--- src/sv/qrds_pkg.sv ---
// ---------------------------------------------------------------------------
// QR data segment encoder package
// Types, constants and lookup functions shared by the encoder modules.
// ---------------------------------------------------------------------------
package qrds_pkg;

  localparam int unsigned MaxWords = 4;
  localparam int unsigned WordIdxW = $clog2(MaxWords);
  localparam int unsigned WordCntW = $clog2(MaxWords + 1);
  localparam logic [14:0] BitsMax  = 15'h7FFF;

  typedef enum logic [1:0] {
    MODE_NUMERIC = 2'd0,
    MODE_ALNUM   = 2'd1,
    MODE_BYTE    = 2'd2,
    MODE_KANJI   = 2'd3
  } qrds_mode_e;

  typedef enum logic [1:0] {
    CFG_MODE     = 2'd0,
    CFG_VERSION  = 2'd1,
    CFG_COUNT    = 2'd2,
    CFG_CAPACITY = 2'd3
  } qrds_cfg_idx_e;

  typedef struct packed {
    qrds_mode_e  mode;
    logic [5:0]  version;
    logic [12:0] char_count;
    logic [14:0] capacity_bits;
  } qrds_cfg_t;

  typedef struct packed {
    logic        header_sent;
    logic [1:0]  group_fill;
    logic [9:0]  group_accum;
    logic [14:0] bits_used;
  } qrds_state_t;

  typedef struct packed {
    logic [12:0] value;
    logic [4:0]  bits;
    logic        last;
    logic        ovf;
  } qrds_word_t;

  function automatic logic [3:0] mode_ind(qrds_mode_e m);
    logic [3:0] r;
    unique case (m)
      MODE_NUMERIC: r = 4'd1;
      MODE_ALNUM:   r = 4'd2;
      MODE_BYTE:    r = 4'd4;
      MODE_KANJI:   r = 4'd8;
    endcase
    return r;
  endfunction

  // Character count indicator width by mode and version band
  function automatic logic [4:0] count_width(qrds_mode_e m, logic [5:0] ver);
    logic [1:0] band;
    logic [4:0] r;
    band = (ver <= 6'd9) ? 2'd0 : ((ver <= 6'd26) ? 2'd1 : 2'd2);
    unique case (m)
      MODE_NUMERIC: r = (band == 2'd0) ? 5'd10 : ((band == 2'd1) ? 5'd12 : 5'd14);
      MODE_ALNUM:   r = (band == 2'd0) ? 5'd9  : ((band == 2'd1) ? 5'd11 : 5'd13);
      MODE_BYTE:    r = (band == 2'd0) ? 5'd8  : 5'd16;
      MODE_KANJI:   r = (band == 2'd0) ? 5'd8  : ((band == 2'd1) ? 5'd10 : 5'd12);
    endcase
    return r;
  endfunction

  // Non-digits count as zero
  function automatic logic [3:0] digit_of(logic [7:0] b);
    logic [7:0] d;
    d = b - 8'h30;
    return (b >= 8'h30 && b <= 8'h39) ? d[3:0] : 4'd0;
  endfunction

  // 45-symbol alphanumeric table, unknown symbols map to zero
  function automatic logic [5:0] alnum_of(logic [7:0] b);
    logic [7:0] d;
    logic [7:0] u;
    logic [5:0] r;
    d = b - 8'h30;
    u = b - 8'h37;
    if (b >= 8'h30 && b <= 8'h39) begin
      r = d[5:0];
    end else if (b >= 8'h41 && b <= 8'h5A) begin
      r = u[5:0];
    end else begin
      unique case (b)
        8'h20:   r = 6'd36;
        8'h24:   r = 6'd37;
        8'h25:   r = 6'd38;
        8'h2A:   r = 6'd39;
        8'h2B:   r = 6'd40;
        8'h2D:   r = 6'd41;
        8'h2E:   r = 6'd42;
        8'h2F:   r = 6'd43;
        8'h3A:   r = 6'd44;
        default: r = 6'd0;
      endcase
    end
    return r;
  endfunction

  // Shift-JIS to 13-bit kanji value; codes outside both ranges pass unshifted
  function automatic logic [12:0] kanji_of(logic [15:0] code);
    logic [15:0] c;
    logic [16:0] s;
    if (code >= 16'd33088 && code <= 16'd40956) begin
      c = code - 16'd33088;
    end else if (code >= 16'd57408 && code <= 16'd60351) begin
      c = code - 16'd49472;
    end else begin
      c = code;
    end
    s = ({9'd0, c[15:8]} * 17'd192) + {9'd0, c[7:0]};
    return s[12:0];
  endfunction

endpackage

--- src/sv/qrds_in_if.sv ---
// ---------------------------------------------------------------------------
// Message byte stream interface
// Valid/ready channel carrying one message byte and its end marker.
// ---------------------------------------------------------------------------
interface qrds_in_if;
  logic       valid;
  logic       ready;
  logic [7:0] char_byte;
  logic       last_byte;

  modport source (output valid, output char_byte, output last_byte, input ready);
  modport sink   (input valid, input char_byte, input last_byte, output ready);
endinterface

--- src/sv/qrds_out_if.sv ---
// ---------------------------------------------------------------------------
// Bit-field word stream interface
// Valid/ready channel carrying one right-aligned bit field and its flags.
// ---------------------------------------------------------------------------
interface qrds_out_if;
  logic        valid;
  logic        ready;
  logic [12:0] word_value;
  logic [4:0]  word_bits;
  logic        last_word;
  logic        overflow;

  modport source (output valid, output word_value, output word_bits, output last_word,
                  output overflow, input ready);
  modport sink   (input valid, input word_value, input word_bits, input last_word,
                  input overflow, output ready);
endinterface

--- src/sv/qr_data_segment_encoder_top.sv ---
// ---------------------------------------------------------------------------
// QR data segment encoder, top level
// Packs message bytes into QR bit-field words by the configured mode.
// ---------------------------------------------------------------------------
// Each accepted byte produces zero to four words, handed out one per output
// transaction. A byte that only extends a partial group yields no word, and
// a byte that yields a single word (byte mode, or a completed numeric,
// alphanumeric or kanji group) frees the buffer as its word leaves, so a
// steady stream runs at one byte per cycle while the output is not stalled.
// The first byte of a message adds the mode indicator and count words. The
// final byte adds the flushed partial group and the terminator (or overflow)
// word. The word buffer hands out a single word per cycle while the output
// is ready. A new byte is taken in the same cycle that the previous byte's
// last word leaves, and the new byte's words appear in the cycle after.
// Configuration is to be written through cfg_we_i/cfg_idx_i/cfg_data_i only
// while the block is idle; the block itself does not enforce this.
// ---------------------------------------------------------------------------
module qr_data_segment_encoder_top (
  input  logic        clk_i,
  input  logic        rst_ni,
  input  logic        cfg_we_i,
  input  logic [1:0]  cfg_idx_i,
  input  logic [14:0] cfg_data_i,
  qrds_in_if.sink     in_i,
  qrds_out_if.source  out_o
);
  import qrds_pkg::*;

  qrds_cfg_t                 cfg_q;
  qrds_state_t               state_q;
  qrds_state_t               state_d;
  qrds_word_t [MaxWords-1:0] words;
  logic [WordCntW-1:0]       word_cnt;
  logic                      buf_ready;
  logic                      accept;

  // Configuration registers
  always_ff @(posedge clk_i or negedge rst_ni) begin
    if (!rst_ni) begin
      cfg_q <= '{mode: MODE_BYTE, version: 6'd1, char_count: 13'd0, capacity_bits: 15'd152};
    end else if (cfg_we_i) begin
      unique case (cfg_idx_i)
        CFG_MODE:     cfg_q.mode          <= qrds_mode_e'(cfg_data_i[1:0]);
        CFG_VERSION:  cfg_q.version       <= cfg_data_i[5:0];
        CFG_COUNT:    cfg_q.char_count    <= cfg_data_i[12:0];
        CFG_CAPACITY: cfg_q.capacity_bits <= cfg_data_i;
        default:      cfg_q               <= cfg_q;
      endcase
    end
  end

  // Accept a byte whenever the word buffer frees up by the next edge
  assign in_i.ready = buf_ready;
  assign accept     = in_i.valid & buf_ready;

  qrds_field_gen u_field_gen (
    .cfg_i       (cfg_q),
    .state_i     (state_q),
    .char_byte_i (in_i.char_byte),
    .last_byte_i (in_i.last_byte),
    .words_o     (words),
    .count_o     (word_cnt),
    .state_o     (state_d)
  );

  // Segment state: header flag, partial group and running bit count
  always_ff @(posedge clk_i or negedge rst_ni) begin
    if (!rst_ni) begin
      state_q <= '0;
    end else if (accept) begin
      state_q <= state_d;
    end
  end

  qrds_word_buf u_word_buf (
    .clk_i   (clk_i),
    .rst_ni  (rst_ni),
    .load_i  (accept),
    .words_i (words),
    .count_i (word_cnt),
    .ready_o (buf_ready),
    .out_o   (out_o)
  );

endmodule

--- src/sv/qrds_field_gen.sv ---
// ---------------------------------------------------------------------------
// Field generator
// Turns one message byte and the segment state into up to four bit-field
// words and the next segment state.
// ---------------------------------------------------------------------------
module qrds_field_gen (
  input  qrds_pkg::qrds_cfg_t                             cfg_i,
  input  qrds_pkg::qrds_state_t                           state_i,
  input  logic [7:0]                                      char_byte_i,
  input  logic                                            last_byte_i,
  output qrds_pkg::qrds_word_t [qrds_pkg::MaxWords-1:0]   words_o,
  output logic [qrds_pkg::WordCntW-1:0]                   count_o,
  output qrds_pkg::qrds_state_t                           state_o
);
  import qrds_pkg::*;

  logic [WordCntW-1:0] n;
  logic [5:0]          add_bits;
  logic [4:0]          cw;
  logic [12:0]         cmask;
  logic [1:0]          fill;
  logic [9:0]          accum;
  logic [13:0]         num_prod;
  logic [9:0]          num_acc;
  logic [15:0]         aln_prod;
  logic [10:0]         aln_val;
  logic [15:0]         kcode;
  logic [12:0]         kval;
  logic [15:0]         bu_sum;
  logic [14:0]         bu_sat;
  logic [14:0]         rem;

  assign cw       = count_width(cfg_i.mode, cfg_i.version);
  assign cmask    = ~(13'h1FFF << cw);
  assign num_prod = {4'd0, state_i.group_accum} * 14'd10;
  assign num_acc  = num_prod[9:0] + {6'd0, digit_of(char_byte_i)};
  assign aln_prod = {6'd0, state_i.group_accum} * 16'd45;
  assign aln_val  = aln_prod[10:0] + {5'd0, alnum_of(char_byte_i)};
  // Pair completes with this byte, or a lone first byte gets a zero low byte
  assign kcode    = (state_i.group_fill != 2'd0) ? {state_i.group_accum[7:0], char_byte_i}
                                                 : {char_byte_i, 8'h00};
  assign kval     = kanji_of(kcode);

  always_comb begin
    words_o  = '0;
    n        = '0;
    add_bits = '0;
    fill     = state_i.group_fill;
    accum    = state_i.group_accum;
    bu_sum   = '0;
    bu_sat   = '0;
    rem      = '0;

    if (!state_i.header_sent) begin
      words_o[0] = '{value: {9'd0, mode_ind(cfg_i.mode)}, bits: 5'd4, last: 1'b0, ovf: 1'b0};
      words_o[1] = '{value: cfg_i.char_count & cmask, bits: cw, last: 1'b0, ovf: 1'b0};
      n          = WordCntW'(2);
      add_bits   = 6'd4 + {1'b0, cw};
    end

    unique case (cfg_i.mode)
      MODE_NUMERIC: begin
        if (fill >= 2'd2) begin
          words_o[n[WordIdxW-1:0]] = '{value: {3'd0, num_acc}, bits: 5'd10,
                                       last: 1'b0, ovf: 1'b0};
          n        = n + 1'b1;
          add_bits = add_bits + 6'd10;
          fill     = '0;
          accum    = '0;
        end else begin
          accum = num_acc;
          fill  = fill + 2'd1;
        end
      end
      MODE_ALNUM: begin
        if (fill >= 2'd1) begin
          words_o[n[WordIdxW-1:0]] = '{value: {2'd0, aln_val}, bits: 5'd11,
                                       last: 1'b0, ovf: 1'b0};
          n        = n + 1'b1;
          add_bits = add_bits + 6'd11;
          fill     = '0;
          accum    = '0;
        end else begin
          accum = {4'd0, alnum_of(char_byte_i)};
          fill  = 2'd1;
        end
      end
      MODE_BYTE: begin
        words_o[n[WordIdxW-1:0]] = '{value: {5'd0, char_byte_i}, bits: 5'd8,
                                     last: 1'b0, ovf: 1'b0};
        n        = n + 1'b1;
        add_bits = add_bits + 6'd8;
        fill     = '0;
        accum    = '0;
      end
      MODE_KANJI: begin
        if (fill >= 2'd1) begin
          words_o[n[WordIdxW-1:0]] = '{value: kval, bits: 5'd13, last: 1'b0, ovf: 1'b0};
          n        = n + 1'b1;
          add_bits = add_bits + 6'd13;
          fill     = '0;
          accum    = '0;
        end else begin
          accum = {2'd0, char_byte_i};
          fill  = 2'd1;
        end
      end
    endcase

    // Flush a partial group at the end of the message
    if (last_byte_i && fill != 2'd0) begin
      unique case (cfg_i.mode)
        MODE_NUMERIC: begin
          if (fill == 2'd1) begin
            words_o[n[WordIdxW-1:0]] = '{value: {9'd0, accum[3:0]}, bits: 5'd4,
                                         last: 1'b0, ovf: 1'b0};
            add_bits = add_bits + 6'd4;
          end else begin
            words_o[n[WordIdxW-1:0]] = '{value: {6'd0, accum[6:0]}, bits: 5'd7,
                                         last: 1'b0, ovf: 1'b0};
            add_bits = add_bits + 6'd7;
          end
          n = n + 1'b1;
        end
        MODE_ALNUM: begin
          words_o[n[WordIdxW-1:0]] = '{value: {7'd0, accum[5:0]}, bits: 5'd6,
                                       last: 1'b0, ovf: 1'b0};
          n        = n + 1'b1;
          add_bits = add_bits + 6'd6;
        end
        MODE_KANJI: begin
          words_o[n[WordIdxW-1:0]] = '{value: kval, bits: 5'd13, last: 1'b0, ovf: 1'b0};
          n        = n + 1'b1;
          add_bits = add_bits + 6'd13;
        end
        MODE_BYTE: begin
          n = n;
        end
      endcase
    end

    // Fold this item's bits into the running count, saturating
    bu_sum = {1'b0, state_i.bits_used} + {10'd0, add_bits};
    bu_sat = (bu_sum > {1'b0, BitsMax}) ? BitsMax : bu_sum[14:0];

    if (last_byte_i) begin
      if (bu_sat <= cfg_i.capacity_bits) begin
        rem = cfg_i.capacity_bits - bu_sat;
        words_o[n[WordIdxW-1:0]] = '{value: '0,
                                     bits: (rem >= 15'd4) ? 5'd4 : rem[4:0],
                                     last: 1'b1, ovf: 1'b0};
      end else begin
        words_o[n[WordIdxW-1:0]] = '{value: '0, bits: '0, last: 1'b1, ovf: 1'b1};
      end
      n       = n + 1'b1;
      state_o = '0;
    end else begin
      state_o = '{header_sent: 1'b1, group_fill: fill, group_accum: accum, bits_used: bu_sat};
    end

    count_o = n;
  end

endmodule

--- src/sv/qrds_word_buf.sv ---
// ---------------------------------------------------------------------------
// Word buffer
// Holds the words of one message byte and hands them out one per transaction.
// ---------------------------------------------------------------------------
module qrds_word_buf (
  input  logic                                            clk_i,
  input  logic                                            rst_ni,
  input  logic                                            load_i,
  input  qrds_pkg::qrds_word_t [qrds_pkg::MaxWords-1:0]   words_i,
  input  logic [qrds_pkg::WordCntW-1:0]                   count_i,
  output logic                                            ready_o,
  qrds_out_if.source                                      out_o
);
  import qrds_pkg::*;

  qrds_word_t [MaxWords-1:0] words_q;
  logic [WordCntW-1:0]       cnt_q;
  logic [WordIdxW-1:0]       idx_q;
  qrds_word_t                sel;
  logic                      drain;

  assign drain   = out_o.valid & out_o.ready;
  // Room next cycle: empty, or the last word leaves now
  assign ready_o = (cnt_q == '0) | ((cnt_q == WordCntW'(1)) & out_o.ready);

  always_ff @(posedge clk_i or negedge rst_ni) begin
    if (!rst_ni) begin
      cnt_q <= '0;
      idx_q <= '0;
    end else if (load_i) begin
      cnt_q <= count_i;
      idx_q <= '0;
    end else if (drain) begin
      cnt_q <= cnt_q - 1'b1;
      idx_q <= idx_q + 1'b1;
    end
  end

  always_ff @(posedge clk_i) begin
    if (load_i) begin
      words_q <= words_i;
    end
  end

  assign sel              = words_q[idx_q];
  assign out_o.valid      = (cnt_q != '0);
  assign out_o.word_value = sel.value;
  assign out_o.word_bits  = sel.bits;
  assign out_o.last_word  = sel.last;
  assign out_o.overflow   = sel.ovf;

endmodule

--- src/flat_wrapper.sv ---
// flat-port wrapper written by rule: the top's interface ports become plain ports
module qr_data_segment_encoder_top_flat import qrds_pkg::*;
  (clk_i, rst_ni, cfg_we_i, cfg_idx_i, cfg_data_i, in_i_valid, in_i_char_byte, in_i_last_byte, in_i_ready, out_o_valid, out_o_word_value, out_o_word_bits, out_o_last_word, out_o_overflow, out_o_ready);
  qrds_in_if in_i_i ();
  qrds_out_if out_o_i ();
  input  logic clk_i;
  input  logic rst_ni;
  input  logic cfg_we_i;
  input  logic [1:0] cfg_idx_i;
  input  logic [14:0] cfg_data_i;
  input wire logic [$bits(in_i_i.valid)-1:0] in_i_valid;
  input wire logic [$bits(in_i_i.char_byte)-1:0] in_i_char_byte;
  input wire logic [$bits(in_i_i.last_byte)-1:0] in_i_last_byte;
  output wire logic [$bits(in_i_i.ready)-1:0] in_i_ready;
  output wire logic [$bits(out_o_i.valid)-1:0] out_o_valid;
  output wire logic [$bits(out_o_i.word_value)-1:0] out_o_word_value;
  output wire logic [$bits(out_o_i.word_bits)-1:0] out_o_word_bits;
  output wire logic [$bits(out_o_i.last_word)-1:0] out_o_last_word;
  output wire logic [$bits(out_o_i.overflow)-1:0] out_o_overflow;
  input wire logic [$bits(out_o_i.ready)-1:0] out_o_ready;
  assign in_i_i.valid = in_i_valid;
  assign in_i_i.char_byte = in_i_char_byte;
  assign in_i_i.last_byte = in_i_last_byte;
  assign in_i_ready = in_i_i.ready;
  assign out_o_valid = out_o_i.valid;
  assign out_o_word_value = out_o_i.word_value;
  assign out_o_word_bits = out_o_i.word_bits;
  assign out_o_last_word = out_o_i.last_word;
  assign out_o_overflow = out_o_i.overflow;
  assign out_o_i.ready = out_o_ready;
  qr_data_segment_encoder_top u_core (.clk_i(clk_i), .rst_ni(rst_ni), .cfg_we_i(cfg_we_i), .cfg_idx_i(cfg_idx_i), .cfg_data_i(cfg_data_i), .in_i(in_i_i), .out_o(out_o_i));
endmodule
--- config.mk ---
export PLATFORM = sky130hd
export DESIGN_NAME = qr_data_segment_encoder_top_flat
export DESIGN_NICKNAME = d
export VERILOG_FILES = /design/src/sv/qrds_pkg.sv /design/src/sv/qrds_in_if.sv /design/src/sv/qrds_out_if.sv /design/src/sv/qr_data_segment_encoder_top.sv /design/src/sv/qrds_field_gen.sv /design/src/sv/qrds_word_buf.sv /design/src/flat_wrapper.sv
export SDC_FILE = /design/constraint.sdc
export NUM_CORES = 1
export LEC_CHECK = 0
export BUFFER_PORTS_ARGS = -buffer_cell sky130_fd_sc_hd__buf_2
export CAP_MARGIN = 40
export CORE_UTILIZATION = 25
export DETAILED_ROUTE_END_ITERATION = 8
export PLACE_DENSITY = 0.39
export SETUP_SLACK_MARGIN = 0.3
export SLEW_MARGIN = 10
export SYNTH_ARGS = -nofsm -noshare
export SYNTH_HDL_FRONTEND = slang
export SYNTH_SLANG_ARGS = --single-unit
--- constraint.sdc ---
create_clock -name clk_i -period 13.1 [get_ports clk_i]
set_clock_uncertainty 0.15 [all_clocks]
set_input_delay 2.62 -clock clk_i [delete_from_list [all_inputs] [get_ports clk_i]]
set_output_delay 2.62 -clock clk_i [all_outputs]
set_load 0.01 [all_outputs]
==> flow_summary.ini, run 1 <==
[timing]
fin_crit_ns = 9.743
worstMarginPinSlew_ns = 0.9310
rsz0062_at_grt = false
fmax_ghz = 0.1026
slew_headroom_pct = 37.27
final.period_utilization_pct = 74.37
fin_tns_setup_ns = 0
setup_violations = 0
hold_viol = 0
final_max_slew_viol_count = 0

[drt]
wirelength_um = 46000
drt-pass1-iter-count = 8
drtAntennaViolNets = 0
viasPerCell = 5.217
drt-wirelength-per-cell_um = 21.90
drtIter0Drc = 895
vias = 10955
drc = 0

[die]
start_util_pct = 25.42
die_area_sq_um = 52140
io_pins = 53
coreArea_sq_um = 50380
die_w_um = 228.3
num_rows = 82
die-height_um = 228.3

[cts]
ctsRootBufferMaster = clkbuf_16
cts_htree_levels = 4
cts_buffers = 17
clk_pin_slew_ns = 0.07
hold_buffers = 0
cts_max_path_buffers = 2
post_cts_buffers = 0
cts_tree = done
cts_resized = 0
clk-insertion-delay-late_ns = 0.47
cts.sinks = 149

[synthesis]
yosysUniqueCellTypes = 88
synth_seq_cells = 149
yosysWarnings = 0
yosys_most_used_dff = edfxtp_1
netlist_instances = 1395
ys_top_cells_by_area = edfxtp_1 (19%), dfrtp_1 (13%), ha_1 (11%), a21oi_1 (3.9%), nand2_1 (3.8%)
netlist_area_sq_um = 12810
avgSynthCellArea_sq_um = 9.181
synth.most_common_cell = nand2_1
synth_top_area_cell = edfxtp_1
yosys-top-cells-count = nand2_1 (129), nor2_1 (110), ha_1 (109), a21oi_1 (99), o21ai_0 (94)
synth_edf_count = 80
synth-seq-area-share_pct = 32.29
yosysTopAreaCellShare_pct = 18.76
synthArstFlopShare_pct = 46.31

[final_layout]
seq_area_sq_um = 4135
final_nets = 1574
drive_gt1_share_pct = 13.03
fillers = 5340
n_antenna_cell = 0
multiInputGateArea_sq_um = 8071
finalNonFillerCells = 2100
area_growth_pct = 12.49

[power_and_ir_drop]
pwr-share-clk_pct = 15.3
peakVddDrop_mv = 0.1097
p_leak_nw = 5.857
combinationalPowerShare_pct = 64.3
p_int_mw = 1.791
p_seq_share_pct = 20.4
p_sw_mw = 1.773
p_per_area_nw_per_um2 = 247.4
p_sw_share_pct = 49.74

[grt]
grt_antenna_before_repair = 0
first_global_vias = 11060
gr-usage-all-layers_pct = 17.83
grt_max_degree = 55
grt_overflow_total = 0
grt_pass1_wl_um = 70470

[worst_setup_path]
cp_slowest_stage_delay_ns = 0.58
cp-start-kind = flip-flop
required_ns = 13.13
endpoint_kind = flip-flop
cp.arrival_ns = 9.77
critPathSlowestCell = nor4_2
critical_path_class = flip-flop to flip-flop
critPathMaxFanout = 44

[placement]
port_buffers = 52
placedCellCount = 2068
gp_congestion = 0.8623
dpl.hpwl_um = 34600

[job]
maxCapViolCount = 0

[outcome]
status = finished clean

[worst_hold_path]
min-delay-path-class = flip-flop to flip-flop
[area by class of cell]
class,instances,share of cell area (%)
timing repair buffer,71,2.875
clock buffer,20,3.031
inverter,83,2.180
sequential,149,28.70
clock inverter,12,1.346
multi-input combinational,1093,56.03
tap,672,5.836
[power groups by stage]
stage               logic [mW]  registers, mW  clock network [mW]
floorplan                 1.60          0.698                   0
global placement          2.30          0.737                   0
detailed placement        2.29          0.738                   0
CTS                       2.31          0.729               0.560
global route              2.54          0.741               0.576
finish                    2.29          0.729               0.545
[per-layer routing]
| metal | part of all wire (%) | track usage [%] |
|---|---|---|
| met1 | 48 | 24.62 |
| met2 | 45 | 27.93 |
| met3 | 4.0 | 2.894 |
| met4 | 2.9 | 6.544 |
| met5 | 0 | 0 |
[through the flow]
stage	hold slack, ns	utilization, %	cell area [sq um]	setup slack, ns	power [mW]
after floorplan	0.3063	-	12810	5.476	2.301
after global placement	0.3345	27.30	13750	3.579	3.042
after CTS	0.3484	28.60	14410	3.495	3.594
after global routing	0.3641	28.60	14410	2.469	3.862
after detailed placement	0.3293	27.35	13780	3.550	3.030
final	0.3423	28.60	14410	3.357	3.564
[cells by family after synthesis]
logic type / after synthesis / synth area share [%]
AOI/OAI and AO/OA: 412 / 21.39
xor gates and xnor gates: 59 / 4.142
adders and majority gates: 128 / 13.62
buffers and inverters: 155 / 4.787
DFF: 149 / 32.29
muxes: 70 / 7.923
other: 1 / 0.02928
and+or+nand+nor: 421 / 15.83
[worst max-delay path: cells and delay by family, from the launching register on]
kind            cells  cell delay (ns)
compound gates     11             3.09
xor+xnor            1             0.18
fa+ha+maj           4             1.08
buf+inv             5             1.34
flops               1             0.32
mux                 1             0.29
simple gates       14             2.97
[cells in the final DEF (no fill, tap or decap), types with 14 or more instances in the layout]
master | Yosys | layout
a22oi_1 | 18 | 18
mux2_2 | 38 | 38
inv_1 | 81 | 80
ha_1 | 109 | 109
mux4_2 | 20 | 20
buf_4 | 0 | 18
nand2b_1 | 14 | 14
nand2_1 | 129 | 129
xor2_1 | 22 | 22
clkbuf_16 | 0 | 17
edfxtp_1 | 80 | 80
a21oi_1 | 99 | 99
and2_1 | 14 | 14
and3_1 | 15 | 15
a211oi_1 | 25 | 25
nor2b_1 | 17 | 17
xnor2_1 | 36 | 36
nand3_1 | 29 | 29
a21o_1 | 19 | 19
buf_2 | 13 | 51
nor3_1 | 31 | 31
dfrtp_1 | 64 | 64
nor2_1 | 110 | 110
fa_1 | 19 | 19
o21ai_0 | 94 | 94
[flip-flops by register name, summed over array words and instances (netlist names)]
signal,count
u_core.u_word_buf.words_q,80
u_core.u_word_buf.idx_q,2
u_core.u_word_buf.cnt_q,3
u_core.cfg_q,36
u_core.state_q,28
[worst paths after layout]
| check | start | end | slack [ns] | cells after the start |
|---|---|---|---|---|
| max | u_core.cfg_q[34] | u_core.u_word_buf.words_q[44] | 3.36 | 36 |
| min | u_core.state_q[3] | u_core.state_q[3] | 0.34 | 2 |
| max reg2reg | u_core.cfg_q[34] | u_core.u_word_buf.words_q[44] | 3.36 | 36 |
| min reg2reg | u_core.state_q[3] | u_core.state_q[3] | 0.34 | 2 |
| max in group asynchronous | rst_ni | u_core.state_q[15] | 9.81 | 2 |
| min in group asynchronous | rst_ni | u_core.u_word_buf.idx_q[1] | 1.94 | 1 |
Power figures use the tool's default switching activity.
==> run 2, diff against run 1 <==
PLACE_DENSITY = 0.4   (was 0.39)
clock period = 8.8 ns   (was 13.1 ns; I/O delays follow)
==> flow_summary.ini, run 2 (synthesis results as in run 1) <==
[timing]
hold_viol = 0
final_max_slew_viol_count = 0
setup_violations = 0
final.period_utilization_pct = 91.69
fmax_ghz = 0.1239
worstMarginPinSlew_ns = 0.8857
worst_slack_ns = 0.7309
slew_headroom_pct = 39.43
rsz0062_at_grt = false
fin_tns_setup_ns = 0
fin_crit_ns = 8.069

[outcome]
status = finished clean

[cts]
cts_htree_levels = 4
cts_max_path_buffers = 2
hold_buffers = 0
clk_pin_slew_ns = 0.06
cts_tree = done
clk-insertion-delay-late_ns = 0.45
ctsRootBufferMaster = clkbuf_16
cts.sinks = 149
cts_buffers = 17

[worst_setup_path]
required_ns = 8.83
rrSetupSlack_ns = 0.73
endpoint_kind = flip-flop
crit_start = u_core.cfg_q[29]
critical_path_class = flip-flop to flip-flop
critPathMaxFanout = 9
cp_slowest_stage_delay_ns = 0.44
timing.rr.start = u_core.cfg_q[29]
cp.arrival_ns = 8.10
critPathSlowestCell = nor4_4
cp-start-kind = flip-flop

[final_layout]
regMostFlops = u_core.u_word_buf.words_q
area_growth_pct = 15.39
drive_gt1_share_pct = 16.38
largest_reg_flops = 80
final_cell_mix = nand2_1 (128), nor2_1 (109), ha_1 (107)
reg.largest.list = u_core.u_word_buf.words_q x80, u_core.cfg_q x36, u_core.state_q x28
final_nets = 1599
finalNonFillerCells = 2125
n_antenna_cell = 0
layout_commonest_cell = nand2_1
fin_area_sq_um = 14780

[power_and_ir_drop]
p_leak_nw = 6.015
p_per_area_nw_per_um2 = 368.6
p_total_mw = 5.446
peakVddDrop_mv = 0.1623

[drt]
drt-wirelength-per-cell_um = 21.91
wirelength_um = 46570
drt-pass1-iter-count = 5
viasPerCell = 5.307
vias = 11277
drtAntennaViolNets = 0
drtIter0Drc = 927
drc = 0

[die]
coreArea_sq_um = 50380
die_w_um = 228.3
die_area_sq_um = 52140
num_rows = 82
io_pins = 53
start_util_pct = 25.42
die-height_um = 228.3

[placement]
dp_slack_ns = 0.1935
placed_area_sq_um = 14000
gp_congestion = 0.8823
dpl.hpwl_um = 35410
port_buffers = 52
placedCellCount = 2092

[worst_hold_path]
hold_start = u_core.state_q[2]
min-delay-path-class = flip-flop to flip-flop

[grt]
grt_overflow_total = 0
grt_pass1_wl_um = 70670
grt_max_degree = 63
first_global_vias = 11158
gr-usage-all-layers_pct = 17.85
grt_antenna_before_repair = 1

[job]
maxCapViolCount = 0
## run 2: changes by cell type in the layout (fill, tap and decap cells not counted), moves of 3 or more
cell,delta
a2111oi_0,-3
o21ai_1,+5
inv_6,+3
buf_4,+22
o21ai_0,-5
a21oi_1,-6
a21oi_2,+5
## run 2: final timing paths
| kind | cells past startpoint | end |
|---|---|---|
| max in group asynchronous | 3 | u_core.cfg_q[28] |
| setup reg to reg | 34 | u_core.u_word_buf.words_q[24] |
| hold reg to reg | 2 | u_core.state_q[2] |
| min in group asynchronous | 1 | u_core.u_word_buf.cnt_q[0] |
| hold / removal | 2 | u_core.state_q[2] |
| setup / recovery | 34 | u_core.u_word_buf.words_q[24] |
## run 2: layout make-up
class	instances	area, sq um
sequential	149	4135
multi-input combinational	1093	8208
tap	672	840.8
inverter	83	314.1
timing repair buffer	96	644.4
fill	5330	35600
clock inverter	12	188.9
clock buffer	20	446.7
## run 2: per-layer routing
metal | vias up | share of wire (%) | track usage, %
met5 | - | 0 | 0
li1 | 5286 | - | -
met3 | 56 | 4.3 | 2.745
met1 | 5592 | 48 | 25.04
met2 | 343 | 45 | 27.83
met4 | 0 | 2.7 | 6.040
## run 2: stage by stage
| step | hold WS, ns | util [%] |
|---|---|---|
| 3_3_place_gp | 0.3301 | 27.61 |
| 4_1_cts | 0.3530 | 29.09 |
| 2_1_floorplan | 0.3063 | - |
| 6_report | 0.3449 | 29.34 |
| 3_5_place_dp | 0.3354 | 27.79 |
| 5_1_grt | 0.3726 | 29.34 |
## run 2: timing repair
action	4_1_cts	5_1_grt
endpoints found under the setup margin	12	12
pin swaps	0	6
gates resized for setup	4	34
buffers inserted	0	1
## run 2: report_power, final
| part | leakage (nW) | internal (mW) | switching (mW) |
|---|---|---|---|
| logic | 4.09 | 1.30 | 2.23 |
| clock network | 0.307 | 0.488 | 0.323 |
| registers | 1.62 | 0.954 | 0.143 |
## run 2: critical path, delay by kind of cell, from the launching register on
family,cells,cell delay (ns)
muxes,1,0.30
DFF,1,0.39
xor gates and xnor gates,1,0.14
and+or+nand+nor,13,3.26
buffers and inverters,3,0.22
adders and majority gates,4,0.99
AOI/OAI and AO/OA,12,2.30
